## config.mk

```make
export PLATFORM = sky130hd
export DESIGN_NAME = mcm_fifo
export DESIGN_NICKNAME = d
export VERILOG_FILES = /design/src/hw/rtl/mcm_fifo.sv
export SDC_FILE = /design/constraint.sdc
export NUM_CORES = 1
export LEC_CHECK = 0
export ABC_AREA = 1
export BUFFER_PORTS_ARGS = -buffer_cell sky130_fd_sc_hd__buf_2
export CAP_MARGIN = 20
export CORE_MARGIN = 5
export CORE_UTILIZATION = 41
export DETAILED_ROUTE_END_ITERATION = 8
export HOLD_SLACK_MARGIN = 0.08
export PLACE_DENSITY = 0.74
export SETUP_SLACK_MARGIN = 0.2
export SYNTH_ARGS = -nofsm -noshare
export SYNTH_HDL_FRONTEND = slang
export SYNTH_SLANG_ARGS = --single-unit
export TNS_END_PERCENT = 5
```

## constraint.sdc

```tcl
create_clock -name clock -period 2.2 [get_ports clock]
set_clock_uncertainty 0.1 [all_clocks]
set_input_delay 0 -clock clock [delete_from_list [all_inputs] [get_ports clock]]
set_output_delay 0 -clock clock [all_outputs]
set_load 0.005 [all_outputs]
```

## src/hw/rtl/mcm_fifo.sv

```systemverilog
// Generic register-based first-in first-out queue with a registered data store.
// Used for the command queue and the response queue. No dependencies.
`timescale 1ns / 1ps
`default_nettype none
module mcm_fifo #(
   parameter int WIDTH = 8,
   parameter int DEPTH = 2
) (
   input wire logic clock,
   input wire logic reset,
   input wire logic push,
   input wire logic [WIDTH-1:0] push_data,
   output logic full,
   input wire logic pop,
   output logic [WIDTH-1:0] pop_data,
   output logic empty,
   output logic [$clog2(DEPTH+1)-1:0] count
);

   localparam int AW = (DEPTH > 1) ? $clog2(DEPTH) : 1;
   localparam int CW = $clog2(DEPTH + 1);

   logic [WIDTH-1:0] mem_ff [DEPTH];
   logic [AW-1:0] wr_ptr_ff, wr_ptr_in;
   logic [AW-1:0] rd_ptr_ff, rd_ptr_in;
   logic [CW-1:0] count_ff, count_in;
   logic do_push, do_pop;

   assign full = (count_ff == CW'(DEPTH));
   assign empty = (count_ff == '0);
   assign count = count_ff;
   assign pop_data = mem_ff[rd_ptr_ff];
   assign do_push = push && !full;
   assign do_pop = pop && !empty;

   always_comb begin
      wr_ptr_in = wr_ptr_ff;
      rd_ptr_in = rd_ptr_ff;
      count_in = count_ff;
      if (do_push) begin
         wr_ptr_in = (wr_ptr_ff == AW'(DEPTH - 1)) ? '0 : wr_ptr_ff + 1'b1;
      end
      if (do_pop) begin
         rd_ptr_in = (rd_ptr_ff == AW'(DEPTH - 1)) ? '0 : rd_ptr_ff + 1'b1;
      end
      if (do_push && !do_pop) begin
         count_in = count_ff + 1'b1;
      end else if (do_pop && !do_push) begin
         count_in = count_ff - 1'b1;
      end
   end

   always_ff @(posedge clock) begin
      if (reset) begin
         wr_ptr_ff <= '0;
         rd_ptr_ff <= '0;
         count_ff <= '0;
      end else begin
         wr_ptr_ff <= wr_ptr_in;
         rd_ptr_ff <= rd_ptr_in;
         count_ff <= count_in;
      end
   end

   always_ff @(posedge clock) begin
      if (do_push) begin
         mem_ff[wr_ptr_ff] <= push_data;
      end
   end

endmodule
`default_nettype wire

```

==> Word-level counts from Yosys, hierarchy flattened <==
Memories as Yosys holds them, arrays and structs flattened. A register that Yosys moved wholly into a read port is not among the register bits.
Index checks and enable logic that the tools add are counted.
{ "totals": {"reg_bits": 4, "latchBits": 0, "ramBits": 16, "romBits": 0, "inputBits": 12, "out_inout_bits": 12, "wordCells": 27, "memories": 1} }
{ "classes": {"n_addsub": 4, "multipliers": 0, "div_mod_pow": 0, "magnitude_cmp": 0, "n_eq_ne": 1, "n_shift": 0, "muxes": 8, "n_bitwise": 0, "reduce_logical": 10} }
{ "mem_list": {"columns": ["name", "words", "word_bits", "rd", "rd_clocked_by_memory_dff", "wr", "line_no", "rtl"], "rows": [
  ["mem_ff", 2, 8, 1, 1, 1, "23", "logic [WIDTH-1:0] mem_ff [DEPTH];"]
]} }
{ "op_table": {"columns": ["operator", "n"], "rows": [
  ["1-bit two-way mux", 6],
  ["1-bit logical AND", 4],
  ["1-bit zero test", 4],
  ["2-bit two-way mux", 2],
  ["1-bit adder (second input constant)", 2],
  ["2-bit by 1-bit adder with 2-bit output (second input constant)", 1],
  ["2-bit == test (second input constant)", 1],
  ["2-bit zero test", 1],
  ["2-bit nonzero test", 1],
  ["2-bit by 1-bit subtractor with 2-bit output (second input constant)", 1]
]} }

==> Depth between registers and ports, before layout <==
{ "logic_depth": {"depth_word": 7, "mapped_depth": 10, "depth_no_buf": 10} }

==> Worst setup path before layout <==
OpenSTA, ideal clock, no wires.
{ "synth_timing": {"path_type": "flip-flop to flip-flop", "from": "register count_ff[0], in the netlist count[0]", "to": "memory mem_ff[1][0] (enable)", "setup_ns": 0.370, "arrival_time_ns": 0.993, "t_required_ns": 1.730, "path_slack_ns": 0.737, "stages_incl_launch_ff": 3, "path_buffers": 0, "period_less_slack_ns": 1.463, "cell_sequence": "dfxtp_1 > o21ai_2 > nor2_1"} }
{ "synth_via": {"elab_chain_cells": 5} }
{ "synth_lines": {"columns": ["item", "line_no", "rtl"], "rows": [
  ["start, declared", "26", "logic [CW-1:0] count_ff, count_in;"],
  ["start signal, assigned", "61", "count_ff <= count_in;"],
  ["2-bit == test", "29", "assign full = (count_ff == CW'(DEPTH));"],
  ["1-bit zero test", "33", "assign do_push = push && !full;"],
  ["1-bit logical AND", "33", null],
  ["1-bit two-way mux", "66", "if (do_push) begin"],
  ["1-bit two-way mux (implied by the code)", "67", "mem_ff[wr_ptr_ff] <= push_data;"],
  ["end, declared", "23", null]
]} }
No other way between the ends.

==> Final worst setup path <==
{ "layout_timing": {"from": "register count_ff[1], in the netlist count[1]", "to": "register count_ff[1], in the netlist count[1]"} }
{ "layout_via": {"elab_chain_cells": 6, "word_cells_on_any_way": 15, "classes_between": "add/sub (2); eq/ne (1); mux (2); reduce/logical (10)"} }
{ "layout_lines": {"columns": ["item", "line_no"], "rows": [
  ["2-bit == test / 2-bit zero test (equally long branches)", "29, 30"],
  ["1-bit zero test (on tied branches)", "33, 34"],
  ["1-bit logical AND (on tied branches)", "33, 34"],
  ["1-bit zero test (on tied branches)", "48, 46"],
  ["1-bit logical AND (on tied branches)", "48, 46"],
  ["2-bit nonzero test (no source line) / 2-bit two-way mux (equally long branches)", null]
]} }
Several ways; a longest one is shown, not always the timed one. The select of a mux whose other input is x is not followed.
A chain may end at the register's enable or synchronous reset.

==> metrics <==
sequential fraction of the synthesis area=between 70% and 80%; outcome=completed; Fillers=178; dpl cells=about 110; vias in the first global route=about 600; Via Count=between 500 and 600; RR Endpoint=count[1]$_SDFFE_PP0P_; Final Max Slew Viols=0; worst-margin pin slew=0.372 ns; Max Buffers Root-to-Sink=2; Syn Nets=75; Setup crit start kind=register; Worst Hold Class=primary input to register; Placed Area=roughly 1000 um^2; launch point of the worst reg-to-reg path=count[1]$_SDFFE_PP0P_; Crit path max-delay family=flip-flops; FF-to-FF path depth=9; Power per Cell Area=just under 1000 mW/mm^2; worst path bufs/invs=4; fmax=around 0.64 GHz; Yosys top cell area share=approximately three fifths; first drt pass iteration count=3; CP Capture Type=register; die area=between 0.003 and 0.004 mm^2; clk sinks=21; end of the worst hold path=mem_ff[0][3]$_DFFE_PP_; most used cell, CP=inv_1; nets=approximately 120; CTS buffer count=3; WL/cell=12.0 um; Mapped Area=between 800 and 900 um^2; GRT overflow=0; commonest non-fill, non-tap cell in the layout=buf_2; Synth cell types=16; CTS clock-pin slew for the worst setup and hold paths=roughly 0.11 ns; first-pass GRT wire length=2280 um; Diodes inserted=0; r2r setup slk=0.64 ns; critical path depth in cells=9; crit path cell chain=inv_1 -> o21ai_2 -> inv_2 -> ha_1 -> inv_1 -> nand3_1 -> nand2_1 -> inv_1 -> nor2_1; most frequent cells in the layout=buf_2 (23), edfxtp_1 (16), dlygate4sd3_1 (11), nor2_1 (9), mux2_2 (8); synthesized instance count=62; row count=16; share of the clock period used by the worst path=~71%; leading post-synthesis cells by cell area=edfxtp_1 (58%), dfxtp_1 (12%), mux2_2 (11%); initial DRC count=4; overall power=between 1 and 1.5 mW; Worst-Skew Late Latency=between 0.2 and 0.3 ns; Max-Cap Viols=0; post-layout instance area=around 0.0011 mm^2; Tmin final=1.56 ns; vertical die dimension=approximately 55 um; CP max stage cell=dfxtp_1; Setup crit start=count[1]$_SDFFE_PP0P_; DRC=0; Clk Tree Root Cell=clkbuf_4; sequential cell area=581 um^2; Static Leakage=0.474 nW; antenna violations before repair=0; Synth area leader=edfxtp_1; worst vdd ir=about 0.61 mV; hold path cells=2; hold path start=push_data[3]; Die Width=54.9 um; Total GRT Usage=about 11%; Finished Core Util=between 50 and 60%; IO Count=24; Routed Wire Length=approximately 1500 um; RSZ-0062 raised after global routing=no; Hold Vio Cnt, Final=0; layout cells sized above 1=between 40% and 50%; Yosys reg bits=21; routability cong.=between 0.6 and 0.7; max_slew headroom=between 70% and 80%; Detailed Place HPWL=between 1000 and 1500 um; core area=just under 0.002 mm^2; Crit path required time=2.34 ns; Ys Warns=0; Syn Area/Cell=approximately 13 um^2; Hold Slack=approximately 0.33 ns; Crit Path Category=register to register; # setup viols final=0; crit path max fanout=5; number of routed nets with antenna violations=0; Vias per Instance=roughly 4.5; Max stage delay on crit path=0.42 ns; area grow syn2layout=35.8%; final worst slack=between 0.6 and 0.7 ns; CTS tree=done; # port buffers=23; count of cells resized by post-cts repair=0; Multi-input gate area=between 200 and 250 um^2; htree depth=1; pin count of the biggest net entering global routing=13; Initial Util=a little over two fifths; setup tns final=0 ns; dpl ws=between 0.6 and 0.7 ns; fin cells=between 100 and 150; WP data arrival=approximately 1.7 ns
## flip-flops by register name, summed over array words and instances (netlist names), named ones only
name and count:
mem_ff 16, wr_ptr_ff 1, count 2, rd_ptr_ff 1
## power breakdown
part	leakage [nW]	switching (mW)	internal (mW)
combinational	0.266	0.161	0.180
clock	0.0177	0.109	0.0675
sequential	0.191	0.0608	0.506
## how the worst max path moves through the flow
stage | endpoint | slack, ns
floorplan | mem_ff[1][0]$_DFFE_PP_ | 0.74
finish | count[1]$_SDFFE_PP0P_ | 0.64
global route | count[1]$_SDFFE_PP0P_ | 0.50
CTS | count[1]$_SDFFE_PP0P_ | 0.63
detailed placement | count[1]$_SDFFE_PP0P_ | 0.65
global placement | count[0]$_SDFFE_PP0P_ | 0.74
## cells in the mapped netlist
library cell  number
nor2_1             9
o21ai_2            2
edfxtp_1          16
and2_4             1
nand3_1            1
mux2_2             8
a21oi_1            1
o21ai_0            2
buf_2              1
inv_2              2
o21ai_1            1
inv_1              7
dfxtp_1            5
nand4_1            1
nand2_1            4
ha_1               1
## cells by family after synthesis
group                    Yosys count  share of synthesized area (%)
multiplexers                       8                           10.9
AND/OR/NAND/NOR                   16                           8.31
buffers and inverters             10                           4.68
flip-flops                        21                           70.1
AO/OA/AOI/OAI                      6                           4.53
adder cells (fa/ha/maj)            1                           1.51
## worst register-to-register path, delay by kind of cell (launching register included)
kind            cells  cell delay [ns]
flops               1             0.42
buf+inv             4             0.31
fa+ha+maj           1             0.26
simple gates        3             0.24
compound gates      1             0.19
## layer usage
layer	routed length [um]	vias up	share of wire, %	global-route usage [%]
met4	18	0	1.2	4.86
met1	606	266	40	10.2
li1	-	292	-	-
met5	0	-	0	0
met3	80	2	5.2	4.02
met2	827	16	54	22.2
## what timing repair did
action / in CTS / in global routing
hold buffers: 11 / 0
buffers inserted: 0 / 0
endpoints found under the hold margin: 21 / 0
endpoints found under the setup margin: 0 / 0
## cell type report
class,count,share of cell area (%)
flip-flops and latches,21,51.6
repair buffers,36,21.4
multi-input cells,31,18.6
inverters,9,3.00
well taps,27,3.00
clock buffers,3,2.00
clock inverters,1,0.445
Power figures use the tool's default switching activity.
