--- src/hw/rtl/mcm_pkg.sv ---
// Shared types and constants for the 4x4 column matrix multiply unit.
// Holds the command and response structures used by the front, back and top level.
// No dependencies.
`timescale 1ns / 1ps
`default_nettype none
package mcm_pkg;

   localparam int DIM = 4;
   localparam int WORD_W = 32;
   localparam int COL_W = 2;
   localparam int FRAC_BITS_DEFAULT = 16;
   localparam int CMD_DEPTH_DEFAULT = 2;
   localparam int RSP_DEPTH_DEFAULT = 4;

   localparam logic MODE_LOAD = 1'b0;
   localparam logic MODE_MULTIPLY = 1'b1;

   typedef logic [DIM-1:0][WORD_W-1:0] column_type;

   typedef struct packed {
      logic mode;
      logic [COL_W-1:0] column;
      column_type elem;
   } cmd_type;

   typedef struct packed {
      logic [COL_W-1:0] column;
      column_type prod;
      logic saturated;
   } rsp_type;

endpackage
`default_nettype wire

--- src/hw/rtl/mcm_fifo.sv ---
// Generic register-based first-in first-out queue with a registered data store.
// Used for the command queue and the response queue. No dependencies.
`timescale 1ns / 1ps
`default_nettype none
module mcm_fifo #(
   parameter int WIDTH = 8,
   parameter int DEPTH = 2
) (
   input wire logic clock,
   input wire logic reset,
   input wire logic push,
   input wire logic [WIDTH-1:0] push_data,
   output logic full,
   input wire logic pop,
   output logic [WIDTH-1:0] pop_data,
   output logic empty,
   output logic [$clog2(DEPTH+1)-1:0] count
);

   localparam int AW = (DEPTH > 1) ? $clog2(DEPTH) : 1;
   localparam int CW = $clog2(DEPTH + 1);

   logic [WIDTH-1:0] mem_ff [DEPTH];
   logic [AW-1:0] wr_ptr_ff, wr_ptr_in;
   logic [AW-1:0] rd_ptr_ff, rd_ptr_in;
   logic [CW-1:0] count_ff, count_in;
   logic do_push, do_pop;

   assign full = (count_ff == CW'(DEPTH));
   assign empty = (count_ff == '0);
   assign count = count_ff;
   assign pop_data = mem_ff[rd_ptr_ff];
   assign do_push = push && !full;
   assign do_pop = pop && !empty;

   always_comb begin
      wr_ptr_in = wr_ptr_ff;
      rd_ptr_in = rd_ptr_ff;
      count_in = count_ff;
      if (do_push) begin
         wr_ptr_in = (wr_ptr_ff == AW'(DEPTH - 1)) ? '0 : wr_ptr_ff + 1'b1;
      end
      if (do_pop) begin
         rd_ptr_in = (rd_ptr_ff == AW'(DEPTH - 1)) ? '0 : rd_ptr_ff + 1'b1;
      end
      if (do_push && !do_pop) begin
         count_in = count_ff + 1'b1;
      end else if (do_pop && !do_push) begin
         count_in = count_ff - 1'b1;
      end
   end

   always_ff @(posedge clock) begin
      if (reset) begin
         wr_ptr_ff <= '0;
         rd_ptr_ff <= '0;
         count_ff <= '0;
      end else begin
         wr_ptr_ff <= wr_ptr_in;
         rd_ptr_ff <= rd_ptr_in;
         count_ff <= count_in;
      end
   end

   always_ff @(posedge clock) begin
      if (do_push) begin
         mem_ff[wr_ptr_ff] <= push_data;
      end
   end

endmodule
`default_nettype wire

--- src/hw/rtl/mcm_front.sv ---
// Front end: takes request beats, packs them into commands and queues them.
// Depends on mcm_pkg and mcm_fifo.
`timescale 1ns / 1ps
`default_nettype none
module mcm_front #(
   parameter int CMD_DEPTH = mcm_pkg::CMD_DEPTH_DEFAULT
) (
   input wire logic clock,
   input wire logic reset,
   input wire logic req_push,
   output logic req_full,
   input wire logic req_mode,
   input wire logic [mcm_pkg::COL_W-1:0] req_column,
   input wire mcm_pkg::column_type req_elem,
   output logic cmd_valid,
   output mcm_pkg::cmd_type cmd,
   input wire logic cmd_pop
);

   mcm_pkg::cmd_type cmd_in;
   logic [$bits(mcm_pkg::cmd_type)-1:0] cmd_raw;
   logic cmd_empty;

   always_comb begin
      cmd_in.mode = (req_mode == mcm_pkg::MODE_MULTIPLY) ? mcm_pkg::MODE_MULTIPLY
                                                          : mcm_pkg::MODE_LOAD;
      cmd_in.column = req_column;
      cmd_in.elem = req_elem;
   end

   mcm_fifo #(
      .WIDTH($bits(mcm_pkg::cmd_type)),
      .DEPTH(CMD_DEPTH)
   ) u_cmd_fifo (
      .clock(clock),
      .reset(reset),
      .push(req_push),
      .push_data(cmd_in),
      .full(req_full),
      .pop(cmd_pop),
      .pop_data(cmd_raw),
      .empty(cmd_empty),
      .count()
   );

   assign cmd_valid = !cmd_empty;
   assign cmd = mcm_pkg::cmd_type'(cmd_raw);

endmodule
`default_nettype wire

--- config.mk ---
export PLATFORM = sky130hd
export DESIGN_NAME = mcm_front
export DESIGN_NICKNAME = d
export VERILOG_FILES = /design/src/hw/rtl/mcm_pkg.sv /design/src/hw/rtl/mcm_fifo.sv /design/src/hw/rtl/mcm_front.sv
export SDC_FILE = /design/constraint.sdc
export NUM_CORES = 1
export LEC_CHECK = 0
export ABC_AREA = 0
export BUFFER_PORTS_ARGS = -buffer_cell sky130_fd_sc_hd__clkbuf_2
export CAP_MARGIN = 25
export CORE_ASPECT_RATIO = 1.25
export CORE_MARGIN = 5
export CORE_UTILIZATION = 56
export CTS_BUF_LIST = sky130_fd_sc_hd__clkbuf_16
export DETAILED_ROUTE_END_ITERATION = 10
export GPL_TIMING_DRIVEN = 0
export PLACE_DENSITY = 0.81
export REMOVE_ABC_BUFFERS = 1
export SLEW_MARGIN = 20
export SYNTH_ARGS = -nofsm -noshare
export SYNTH_HDL_FRONTEND = slang
export SYNTH_SLANG_ARGS = --single-unit
--- constraint.sdc ---
create_clock -name clock -period 11.6 [get_ports clock]
set_clock_uncertainty 0.1 [all_clocks]
set_input_delay 1.16 -clock clock [delete_from_list [all_inputs] [get_ports clock]]
set_output_delay 1.16 -clock clock [all_outputs]
set_load 0.05 [all_outputs]
== Word-level counts from Yosys, hierarchy flattened ==
Memories as Yosys holds them, arrays and structs flattened. A register that Yosys moved wholly into a read port is not among the register bits.
Index checks and enable logic that the tools add are counted.

* Register bits: 4
* Bits in writable memories: 262
* Input port bits: 135
* Output and inout bits: 133
* Word-level logic and storage cells: 28
* Memories kept: 1

{| class="wikitable"
|+ Memory list
! memory !! words !! width !! read ports !! clocked after Yosys merged registers in !! wr ports !! RTL line !! text
|-
| u_cmd_fifo.mem_ff || 2 || 131 || 1 || 1 || 1 || mcm_fifo.sv:23 || <nowiki>logic [WIDTH-1:0] mem_ff [DEPTH];</nowiki>
|}

* $add $sub $neg: 4
* Equality and inequality tests: 1
* Muxes and demuxes: 9
* Reduce and logical (&&, ||, !) cells: 10

{| class="wikitable"
|+ Operator list
! cell !! number
|-
| two-way mux 1 bit || 7
|-
| logical AND 1 bit || 4
|-
| zero test 1 bit || 4
|-
| two-way mux 2 bit || 2
|-
| adder 1 bit, second input constant || 2
|-
| adder 2 x 1 -> 2 bit, second input constant || 1
|-
| equality test 2 bit, second input constant || 1
|-
| zero test 2 bit || 1
|-
| nonzero test 2 bit || 1
|-
| subtractor 2 x 1 -> 2 bit, second input constant || 1
|}

== Depth between registers and ports, before layout ==
Gate-level depths: netlist of the first run.

* Depth in word-level cells: 7
* Mapped depth: 6
* Depth with buffers taken out: 6

== Cells and area by module ==
Synthesis of the first run repeated with hierarchy kept, for this count alone.

* Cell total of the unflattened synthesis: 434
* Area total of the unflattened synthesis: 10049.6 um^2

{| class="wikitable"
|+ Modules (own cells, without submodules)
! module !! instances !! cells an instance !! area each (um^2) !! seq. area each (um^2)
|-
| mcm_fifo || 1 || 433 || 10045.9 || 7967.6
|-
| mcm_front || 1 || 1 || 3.8 || 0.0
|}

== Worst setup path after synthesis of the first run ==
OpenSTA, ideal clock, no wires.

* Kind: input to register
* From: in req_push
* To: mem u_cmd_fifo.mem_ff[1][0] (netlist name), enable pin
* Library setup time: 0.506 ns
* Arrival: 4.360 ns
* Data required time: 10.994 ns
* Path slack: 6.634 ns
* Stages: 3
* Path buffers: 0
* Cells stage by stage: inv_1 > nor2_1 > and2_1

* Word-level cells in the longest chain between the ends: 3

{| class="wikitable"
|+ RTL lines
! what !! RTL line !! text
|-
| start: declaration || mcm_front.sv:10 || <nowiki>input wire logic req_push,</nowiki>
|-
| logical AND 1 bit || mcm_fifo.sv:33 || <nowiki>assign do_push = push && !full;</nowiki>
|-
| net u_cmd_fifo.do_push || mcm_fifo.sv:27 || <nowiki>logic do_push, do_pop;</nowiki>
|-
| two-way mux 1 bit || mcm_fifo.sv:66 || <nowiki>if (do_push) begin</nowiki>
|-
| two-way mux 1 bit (not written as such) || mcm_fifo.sv:67 || <nowiki>mem_ff[wr_ptr_ff] <= push_data;</nowiki>
|-
| end: declaration || mcm_fifo.sv:23 ||
|}

The timed path passes the listed nets, and every way through them passes these cells.

==> results.json, run 1 <==
{
  "relSlewSlack": 0.685,
  "synth_flop_cell": "edfxtp_1",
  "seq_power_share": 0.396,
  "cts_resized": 0,
  "ys_ff_latch": 267,
  "path_buf_inv": 3,
  "combPwrFrac": 0.374,
  "grt_pass1_wl_um": 29100,
  "post-route-min-period_ns": 3.61,
  "maxCapViolations": 0,
  "cts.sinks": 267,
  "grt_start_max_net_pins": 69,
  "intPower_mw": 1.99,
  "dr.pass1.iters": 4,
  "setup-tns-final_ns": 0,
  "synth.largest_area_cell": "edfxtp_1",
  "powerDensity_nw_per_um2": 256,
  "antenna_left": 0,
  "initial_core_util": 0.572,
  "rrSetupSlack_ns": 9.38,
  "crit_path_end": "cmd[18]",
  "dp_hpwl_um": 13400,
  "reg2reg_from": "u_cmd_fifo.count[0]",
  "crit_type": "flop to primary output",
  "slowest_stage": "dfxtp_4",
  "fp.dieW_um": 130,
  "synth_edf_count": 262,
  "cts-root-buf": "clkbuf_16",
  "rsz0062_at_grt": "no",
  "grt_pass1_vias": 5525,
  "path_depth": 4,
  "syn_to_final_growth_pct": 23.6,
  "yosysSeqAreaShare": 0.793,
  "io_pins": 268,
  "antenna_found_initial": 1,
  "fin_cells": 960,
  "cts_max_level": 1,
  "clk_pin_slew_ns": 0.06,
  "cp-end-kind": "primary output",
  "drcViolationCount": 0,
  "antenna_cells": 0,
  "fillCellCount": 1121,
  "ys_warn_count": 0,
  "portBuffers": 267,
  "fin_crit_sh": 0.311,
  "synth_most_common_cell": "edfxtp_1",
  "path_delay_family": "buffers and inverters",
  "clockPowerShare": 0.230,
  "nNetsFinal": 854,
  "cts_tree": "built",
  "cts.path.max_buffers": 3,
  "cp_data_arrival_time_ns": 2.35,
  "ys_types": 17,
  "wl_per_cell_um": 20.1,
  "multi_input_area_um2": 1930,
  "worst_pin_slew_ns": 0.473,
  "row_count": 54,
  "placed_cells": 915,
  "setup_viol": 0,
  "rr_endpoint": "u_cmd_fifo.mem_ff[0][110]",
  "dieArea_um2": 20700,
  "max_freq_mhz": 277,
  "p_leak_nw": 4.90,
  "ctsHoldBuffers": 0,
  "cts_buffers": 25,
  "avgSynthCellArea_um2": 23.2,
  "track_usage": 0.180,
  "drv_slew": 0,
  "final_hold_viol_count": 0,
  "cp_max_fo": 38,
  "die_h_um": 160,
  "power_switching_share": 0.375,
  "ff_latch_area_um2": 7970,
  "status": "completed",
  "drtIter0Drc": 271,
  "rr_worst_depth": 4,
  "cp_common_cell": "buf_12",
  "postSynth.asyncResetShare": 0,
  "worst_setup_path_start_kind": "flop",
  "synthCells": 433,
  "insertion_delay_ns": 0.50,
  "vdd_drop_max_mv": 0.186,
  "vias_per_cell": 5.15,
  "crit_required_ns": 10.34,
  "core-area_um2": 17600,
  "netlist_top_cells_count": "262 x edfxtp_1, 90 x mux2_4, 41 x mux2_2",
  "synthesis.area_um2": 10000,
  "slowest_delay_ns": 0.61,
  "drive_gt1_frac": 0.598,
  "synth_top_cell_area_share": 0.783,
  "hold_class": "flop to flop",
  "worstPathCellList": "buf_12 -> buf_12 -> mux2_2 -> clkbuf_2",
  "grt_overflow_total": 0,
  "synth_area_leaders": "edfxtp_1 78%, mux2_4 13%, mux2_2 4.6%, buf_6 1.1%, dfxtp_1 1.0%",
  "gp_congestion": 0.747,
  "post_cts_buffers": 0,
  "fin_util": 0.707,
  "drt-total-wl_um": 19300,
  "num_vias": 4946,
  "p_sw_mw": 1.19
}
## area by class of cell
| cell class | count | share of cell area |
|---|---|---|
| Clock buffer | 25 | 0.0504 |
| Sequential cell | 267 | 0.642 |
| Multi-Input combinational cell | 149 | 0.155 |
| Clock inverter | 20 | 0.00887 |
| Timing Repair Buffer | 273 | 0.120 |
| Inverter | 2 | 0.00121 |
| Tap cell | 224 | 0.0226 |
## cell usage in the layout (no fill, tap or decap)
cell type,n
a21oi_1,2
and2_4,1
buf_12,2
buf_16,4
bufinv_16,1
clkbuf_16,25
clkbuf_2,267
clkinv_1,7
clkinv_2,4
clkinvlp_4,1
dfxtp_1,4
dfxtp_4,1
edfxtp_1,262
ha_1,1
inv_1,8
inv_8,1
mux2_2,41
mux2_4,90
nor2_1,4
nor2b_2,1
o21ai_0,3
or2_2,1
or3_1,2
xor2_1,3
## metal layers
layer / vias up / track usage / part of all wire
li1: 2300 / - / -
met1: 2418 / 0.194 / 0.34
met2: 184 / 0.336 / 0.56
met3: 42 / 0.0458 / 0.074
met4: 2 / 0.0600 / 0.029
met5: - / 0 / 0.0010
## sequential cells by signal, indices dropped and copies added (netlist names), named ones only
register	flops
u_cmd_fifo.mem_ff	262
u_cmd_fifo.count	2
u_cmd_fifo.rd_ptr_ff	1
u_cmd_fifo.wr_ptr_ff	1
## worst register-to-register path: stages, from the launching register on
cell and delay [ns]:
dfxtp_1 0.46, nor2b_2 0.10, or3_1 0.42, inv_8 0.39, buf_16 0.37
## power groups by stage
| stage | registers [mW] | logic (mW) | clock network (mW) |
|---|---|---|---|
| finish | 1.26 | 1.19 | 0.731 |
| detailed placement | 1.28 | 1.20 | 0 |
| CTS | 1.26 | 1.20 | 0.753 |
| global placement | 1.36 | 1.19 | 0 |
| global route | 1.27 | 1.24 | 0.798 |
| floorplan | 1.33 | 0.945 | 0 |
## cells by family after synthesis
logic type,Yosys count,share of synthesized area
compound gates,5,0.00249
xor+xnor,3,0.00262
fa+ha+maj,1,0.00124
buf+inv,17,0.0154
flops,267,0.793
mux,131,0.180
simple gates,9,0.00486
## worst min path at each step
stage | slack (ns) | start | cells past startpoint | endpoint
floorplan | 0.35 | u_cmd_fifo.wr_ptr_ff | 2 | u_cmd_fifo.wr_ptr_ff
global placement | 0.38 | u_cmd_fifo.wr_ptr_ff | 2 | u_cmd_fifo.wr_ptr_ff
detailed placement | 0.40 | u_cmd_fifo.rd_ptr_ff | 2 | flop
CTS | 0.41 | u_cmd_fifo.rd_ptr_ff | 2 | flop
global route | 0.45 | u_cmd_fifo.rd_ptr_ff | 2 | flop
finish | 0.41 | u_cmd_fifo.rd_ptr_ff | 2 | flop
## stage by stage
stage / total power [mW] / hold slack, ns / setup WS (ns) / area [µm²]
2_1_floorplan: 2.28 / 0.352 / 5.11 / 9900
3_3_place_gp: 2.55 / 0.376 / 3.65 / 11500
3_5_place_dp: 2.48 / 0.399 / 8.51 / 11700
4_1_cts: 3.22 / 0.412 / 7.96 / 12400
5_1_grt: 3.30 / 0.446 / 7.90 / 12400
6_report: 3.18 / 0.409 / 7.99 / 12400
Power figures use the tool's default switching activity.
==> run 2, diff against run 1 <==
--- a/config.mk
+++ b/config.mk
@@ -10,11 +10,11 @@
 export CAP_MARGIN = 25
 export CORE_ASPECT_RATIO = 1.25
 export CORE_MARGIN = 5
-export CORE_UTILIZATION = 56
+export CORE_UTILIZATION = 52
 export CTS_BUF_LIST = sky130_fd_sc_hd__clkbuf_16
 export DETAILED_ROUTE_END_ITERATION = 10
 export GPL_TIMING_DRIVEN = 0
-export PLACE_DENSITY = 0.81
+export PLACE_DENSITY = 0.76
 export REMOVE_ABC_BUFFERS = 1
 export SLEW_MARGIN = 20
 export SYNTH_ARGS = -nofsm -noshare
==> constraint.sdc (replaced) <==
create_clock -name clock -period 3.5 [get_ports clock]
set_clock_uncertainty 0.1 [all_clocks]
set_input_delay 0.35 -clock clock [delete_from_list [all_inputs] [get_ports clock]]
set_output_delay 0.35 -clock clock [all_outputs]
set_load 0.05 [all_outputs]
==> run 2 against run 1 <==
  * Die area increased by 7.1%
  * Design area increased by 10%
  * Clock power grew to 3.2 times the previous value
  * Worst setup slack got worse by 7.4 ns
  * First-iteration DRC count shrank 27%
  * Sequential share of layout area fell by 6.1 points
  * Power increased to 3.3 times the previous value
  * Wire length is 9.9% higher
  * Sequential power grew to 3.3 times the previous value
  * Critical path depth is the same
==> results.json, run 2 (synthesized netlist as in run 1, its figures left out) <==
{
  "clk_pin_slew_ns": 0.06,
  "design_area_um2": 13700,
  "grt_pass1_vias": 6122,
  "grt_util_met2": 0.359,
  "drive_gt1_frac": 0.508,
  "dr.pass1.iters": 4,
  "cts_buffers": 25,
  "hold_class": "primary input to flop",
  "largest_register": "u_cmd_fifo.mem_ff",
  "post-route-min-period_ns": 2.93,
  "dp_hpwl_um": 13000,
  "drv_slew": 0,
  "relSlewSlack": 0.592,
  "drtIter0Drc": 198,
  "nNetsFinal": 986,
  "vdd_drop_max_mv": 0.568,
  "fin_ws_ns": 0.569,
  "setup_viol": 0,
  "cts_tree": "built",
  "max_freq_mhz": 341,
  "row_count": 56,
  "worst_setup_path_start_kind": "flop",
  "io_pins": 268,
  "fin_util": 0.725,
  "num_vias": 5473,
  "track_usage": 0.185,
  "fillCellCount": 1123,
  "gp_congestion": 0.730,
  "status": "completed",
  "fp.dieW_um": 134,
  "initial_core_util": 0.531,
  "rsz0062_at_grt": "no",
  "insertion_delay_ns": 0.50,
  "die_h_um": 165,
  "drcViolationCount": 0,
  "antenna_left": 0,
  "cp_max_fo": 44,
  "cp-end-kind": "primary output",
  "antenna_found_initial": 2,
  "drt-total-wl_um": 21200,
  "core-area_um2": 18900,
  "gr-max-usage-layer": "met2",
  "grt_start_max_net_pins": 72,
  "cp_data_arrival_time_ns": 2.48,
  "pre_cts_ws_ns": 1.08,
  "portBuffers": 267,
  "p_leak_nw": 5.43,
  "cts_max_level": 1,
  "final_hold_viol_count": 0,
  "grt_overflow_total": 0,
  "cts-root-buf": "clkbuf_16",
  "syn_to_final_growth_pct": 36.5,
  "maxCapViolations": 0,
  "largest_reg_flops": 262,
  "wl_per_cell_um": 19.3,
  "layout_commonest_cell": "clkbuf_2",
  "powerDensity_nw_per_um2": 773,
  "vias_per_cell": 4.98,
  "grtUsageMet1": 0.200,
  "cts.sinks": 267,
  "grt_pass1_wl_um": 32100,
  "mostFrequentLayoutCells": "267 x clkbuf_2, 262 x edfxtp_1, 132 x dlygate4sd3_1, 90 x mux2_4, 41 x mux2_2",
  "dieArea_um2": 22200,
  "grtUsageMet3": 0.0409,
  "placed_cell_area_um2": 11700,
  "fin_crit_sh": 0.837,
  "cts_resized": 0,
  "crit_type": "flop to primary output",
  "cts.path.max_buffers": 3,
  "crit_required_ns": 3.05,
  "worst_pin_slew_ns": 0.611
}
[run 2: changes by cell type in the layout (fill, tap and decap cells not counted)]
cell / previous run / this run
diode_2: 0 / 2
clkinvlp_4: 1 / 0
dlygate4sd3_1: 0 / 132
bufinv_16: 1 / 0
inv_6: 0 / 1
inv_1: 8 / 6
clkinv_1: 7 / 6
[run 2: path summary, 6_finish.rpt]
check | start | end | slack, ns | depth (start not counted)
max | flop | cmd[1] | 0.57 | 4
min reg2reg | u_cmd_fifo.wr_ptr_ff | u_cmd_fifo.wr_ptr_ff | 0.41 | 2
max reg2reg | u_cmd_fifo.count[0] | u_cmd_fifo.mem_ff[0][93] | 1.27 | 4
min | req_push | u_cmd_fifo.wr_ptr_ff | 0.14 | 4
[run 2: layout make-up]
class	count	area, µm²	share of cell area
Clock inverter	16	70.1	0.00511
Multi-Input combinational cell	149	1930	0.141
Timing Repair Buffer	405	2810	0.205
Clock buffer	25	626	0.0456
Sequential cell	267	7970	0.581
Antenna cell	2	5.00	0.000365
Tap cell	232	290	0.0212
Inverter	2	15.0	0.00109
[run 2: report_power, final]
part           total, mW  switching, mW  internal, mW
clock network       2.33           1.05          1.28
registers           4.20          0.180          4.02
logic               4.07           2.76          1.30
total               10.6           3.99          6.61
[run 2: metrics by stage]
| stage | hold slack, ns | setup TNS, ns | std cells | total power [mW] |
|---|---|---|---|---|
| 2_1_floorplan | 0.319 | -456.67 | 418 | 7.54 |
| 3_3_place_gp | 0.372 | -961.56 | 917 | 8.22 |
| 3_5_place_dp | 0.394 | 0 | 923 | 8.21 |
| 4_1_cts | 0.112 | 0 | 1096 | 10.7 |
| 5_1_grt | 0.161 | 0 | 1098 | 11.0 |
| 6_report | 0.143 | 0 | 1098 | 10.6 |
[run 2: per-layer routing]
metal / wire (µm) / part of all wire / vias to the layer above
met2: 11900 / 0.56 / 193
li1: - / - / 2550
met5: 0 / 0 / -
met4: 464 / 0.022 / 0
met3: 1320 / 0.063 / 34
met1: 7470 / 0.35 / 2696
[run 2: repair_timing]
item / 4_1_cts / 5_1_grt
hold endpoints to repair: 267 / 0
hold buffers: 132 / 0
endpoints found under the setup margin: 0 / 0
setup buffers: 0 / 0
[run 2: worst max-delay path, stage by stage (launching register included)]
cell,delay (ns)
dfxtp_4,0.71
buf_16,0.33
buf_12,0.26
mux2_2,0.37
clkbuf_2,0.24
==> run 3, diff against run 2 <==
--- a/config.mk
+++ b/config.mk
@@ -10,11 +10,11 @@
 export CAP_MARGIN = 25
 export CORE_ASPECT_RATIO = 1.25
 export CORE_MARGIN = 5
-export CORE_UTILIZATION = 52
+export CORE_UTILIZATION = 47
 export CTS_BUF_LIST = sky130_fd_sc_hd__clkbuf_16
 export DETAILED_ROUTE_END_ITERATION = 10
 export GPL_TIMING_DRIVEN = 0
-export PLACE_DENSITY = 0.76
+export PLACE_DENSITY = 0.72
 export REMOVE_ABC_BUFFERS = 1
 export SLEW_MARGIN = 20
 export SYNTH_ARGS = -nofsm -noshare
==> constraint.sdc (replaced) <==
create_clock -name clock -period 2.65 [get_ports clock]
set_clock_uncertainty 0.1 [all_clocks]
set_input_delay 0.265 -clock clock [delete_from_list [all_inputs] [get_ports clock]]
set_output_delay 0.265 -clock clock [all_outputs]
set_load 0.05 [all_outputs]
==> run 3 against run 2 <==
  * Worst hold slack lost 0.074 ns
  * Die area up 9.9%
  * Combinational power is 35% higher
  * Global-route usage fell by 1.9 points
  * Worst setup slack worse by 0.34 ns
  * Core utilization shrank 6.0 points
  * Power rose by 37%
  * Sequential share of layout area down 0.97 points
  * Critical path depth did not move
==> results.json, run 3 (synthesized netlist as in run 1, its figures left out) <==
{
  "power_switching_share": 0.368,
  "grt_util_met2": 0.312,
  "mostFrequentLayoutCells": "267 x clkbuf_2, 262 x edfxtp_1, 132 x dlygate4sd3_1, 90 x mux2_4, 41 x mux2_2",
  "cts_buffers": 26,
  "intPower_mw": 9.19,
  "worst_pin_slew_ns": 0.481,
  "final_hold_viol_count": 0,
  "cp-end-kind": "primary output",
  "cts.path.max_buffers": 3,
  "track_usage": 0.167,
  "clk_pin_slew_ns": 0.06,
  "syn_to_final_growth_pct": 38.8,
  "relSlewSlack": 0.679,
  "maxCapViolations": 0,
  "p_leak_nw": 5.51,
  "cts-root-buf": "clkbuf_16",
  "rrSetupSlack_ns": 0.45,
  "cp_max_fo": 34,
  "grt_pass1_wl_um": 32500,
  "cts.sinks": 267,
  "powerDensity_nw_per_um2": 1040,
  "fin_crit_sh": 0.914,
  "num_vias": 5481,
  "crit_type": "flop to primary output",
  "dr.pass1.iters": 4,
  "grt_overflow_total": 0,
  "cp_data_arrival_time_ns": 2.06,
  "gr-max-usage-layer": "met2",
  "nNetsFinal": 990,
  "vias_per_cell": 4.77,
  "crit_required_ns": 2.29,
  "layout_commonest_cell": "clkbuf_2",
  "rsz0062_at_grt": "no",
  "ff_latch_area_um2": 7970,
  "cts_max_level": 1,
  "antenna_found_initial": 2,
  "vdd_drop_max_mv": 0.746,
  "seq_power_share": 0.375,
  "largest_reg_flops": 262,
  "multi_input_area_um2": 1930,
  "gp_congestion": 0.728,
  "combPwrFrac": 0.376,
  "max_freq_mhz": 413,
  "portBuffers": 267,
  "grt_start_max_net_pins": 77,
  "clockPowerShare": 0.248,
  "hold_class": "primary input to flop",
  "grtUsageMet1": 0.183,
  "worst_setup_path_start_kind": "flop",
  "total_power_mw": 14.5,
  "insertion_delay_ns": 0.51,
  "cts_resized": 0,
  "fin_util": 0.665,
  "cts_tree": "built",
  "drcViolationCount": 0,
  "drive_gt1_frac": 0.513,
  "antenna_left": 0,
  "core-area_um2": 21000,
  "drv_slew": 0,
  "fillCellCount": 1398,
  "setup_viol": 0,
  "dieArea_um2": 24400,
  "grt_pass1_vias": 6146,
  "status": "completed",
  "initial_core_util": 0.479,
  "row_count": 59,
  "die_h_um": 173,
  "grtUsageMet3": 0.0419,
  "drt-total-wl_um": 21200,
  "io_pins": 268,
  "fp.dieW_um": 141,
  "post-route-min-period_ns": 2.42,
  "wl_per_cell_um": 18.5,
  "rr_worst_depth": 4,
  "dp_hpwl_um": 13000,
  "largest_register": "u_cmd_fifo.mem_ff",
  "drtIter0Drc": 264,
  "p_sw_mw": 5.36,
  "holdPathStages": 4
}
run 3: worst max-delay path, cell delays in order, from the launching register on:
cell	delay (ns)
dfxtp_4	0.38
buf_16	0.23
buf_12	0.27
mux2_2	0.37
clkbuf_2	0.25
run 3: power groups by stage:
stage	registers [mW]	logic, mW	clock network, mW
2_1_floorplan	5.80	3.90	0
3_3_place_gp	5.86	4.25	0
3_5_place_dp	5.61	5.25	0
4_1_cts	5.49	5.47	3.68
5_1_grt	5.50	5.70	3.89
6_report	5.46	5.48	3.61
run 3: what timing repair did:
item / 4_1_cts / 5_1_grt
setup endpoints to repair: 32 / 11
hold buffers: 132 / 0
hold endpoints to repair: 267 / 0
buffers inserted: 1 / 2
run 3: cell type report:
cell class	instances	share of cell area
clock buffers	27	0.0484
repair buffers	408	0.204
multi-input cells	149	0.138
flip-flops and latches	267	0.572
clock inverters	20	0.0122
well taps	274	0.0246
inverters	2	0.00108
diodes	1	0.000179
run 3: stage by stage:
stage	setup TNS (ns)	instances	instance area, µm²	hold WS (ns)	worst slack [ns]
global placement	-1314.42	959	11600	0.354	-4.55
finish	0	1148	13900	0.0690	0.229
CTS	0	1145	13900	0.0195	0.00350
floorplan	-779.59	418	9900	0.234	-2.95
detailed placement	0	965	11800	0.358	0.437
global route	0	1148	13900	0.0365	0.154
run 3: final timing paths:
kind,start,endpoint
worst max-delay path,flop,cmd[119]
worst max register to register,u_cmd_fifo.count[0],u_cmd_fifo.mem_ff[0][6]
worst min-delay path,req_push,u_cmd_fifo.wr_ptr_ff
worst min register to register,u_cmd_fifo.wr_ptr_ff,u_cmd_fifo.wr_ptr_ff
run 3: layer usage:
metal | vias to the layer above | wire (µm) | part of all wire
met5 | - | 13 | 0.00061
met1 | 2690 | 7680 | 0.36
met2 | 183 | 11600 | 0.54
met3 | 44 | 1410 | 0.066
li1 | 2562 | - | -
met4 | 2 | 591 | 0.028
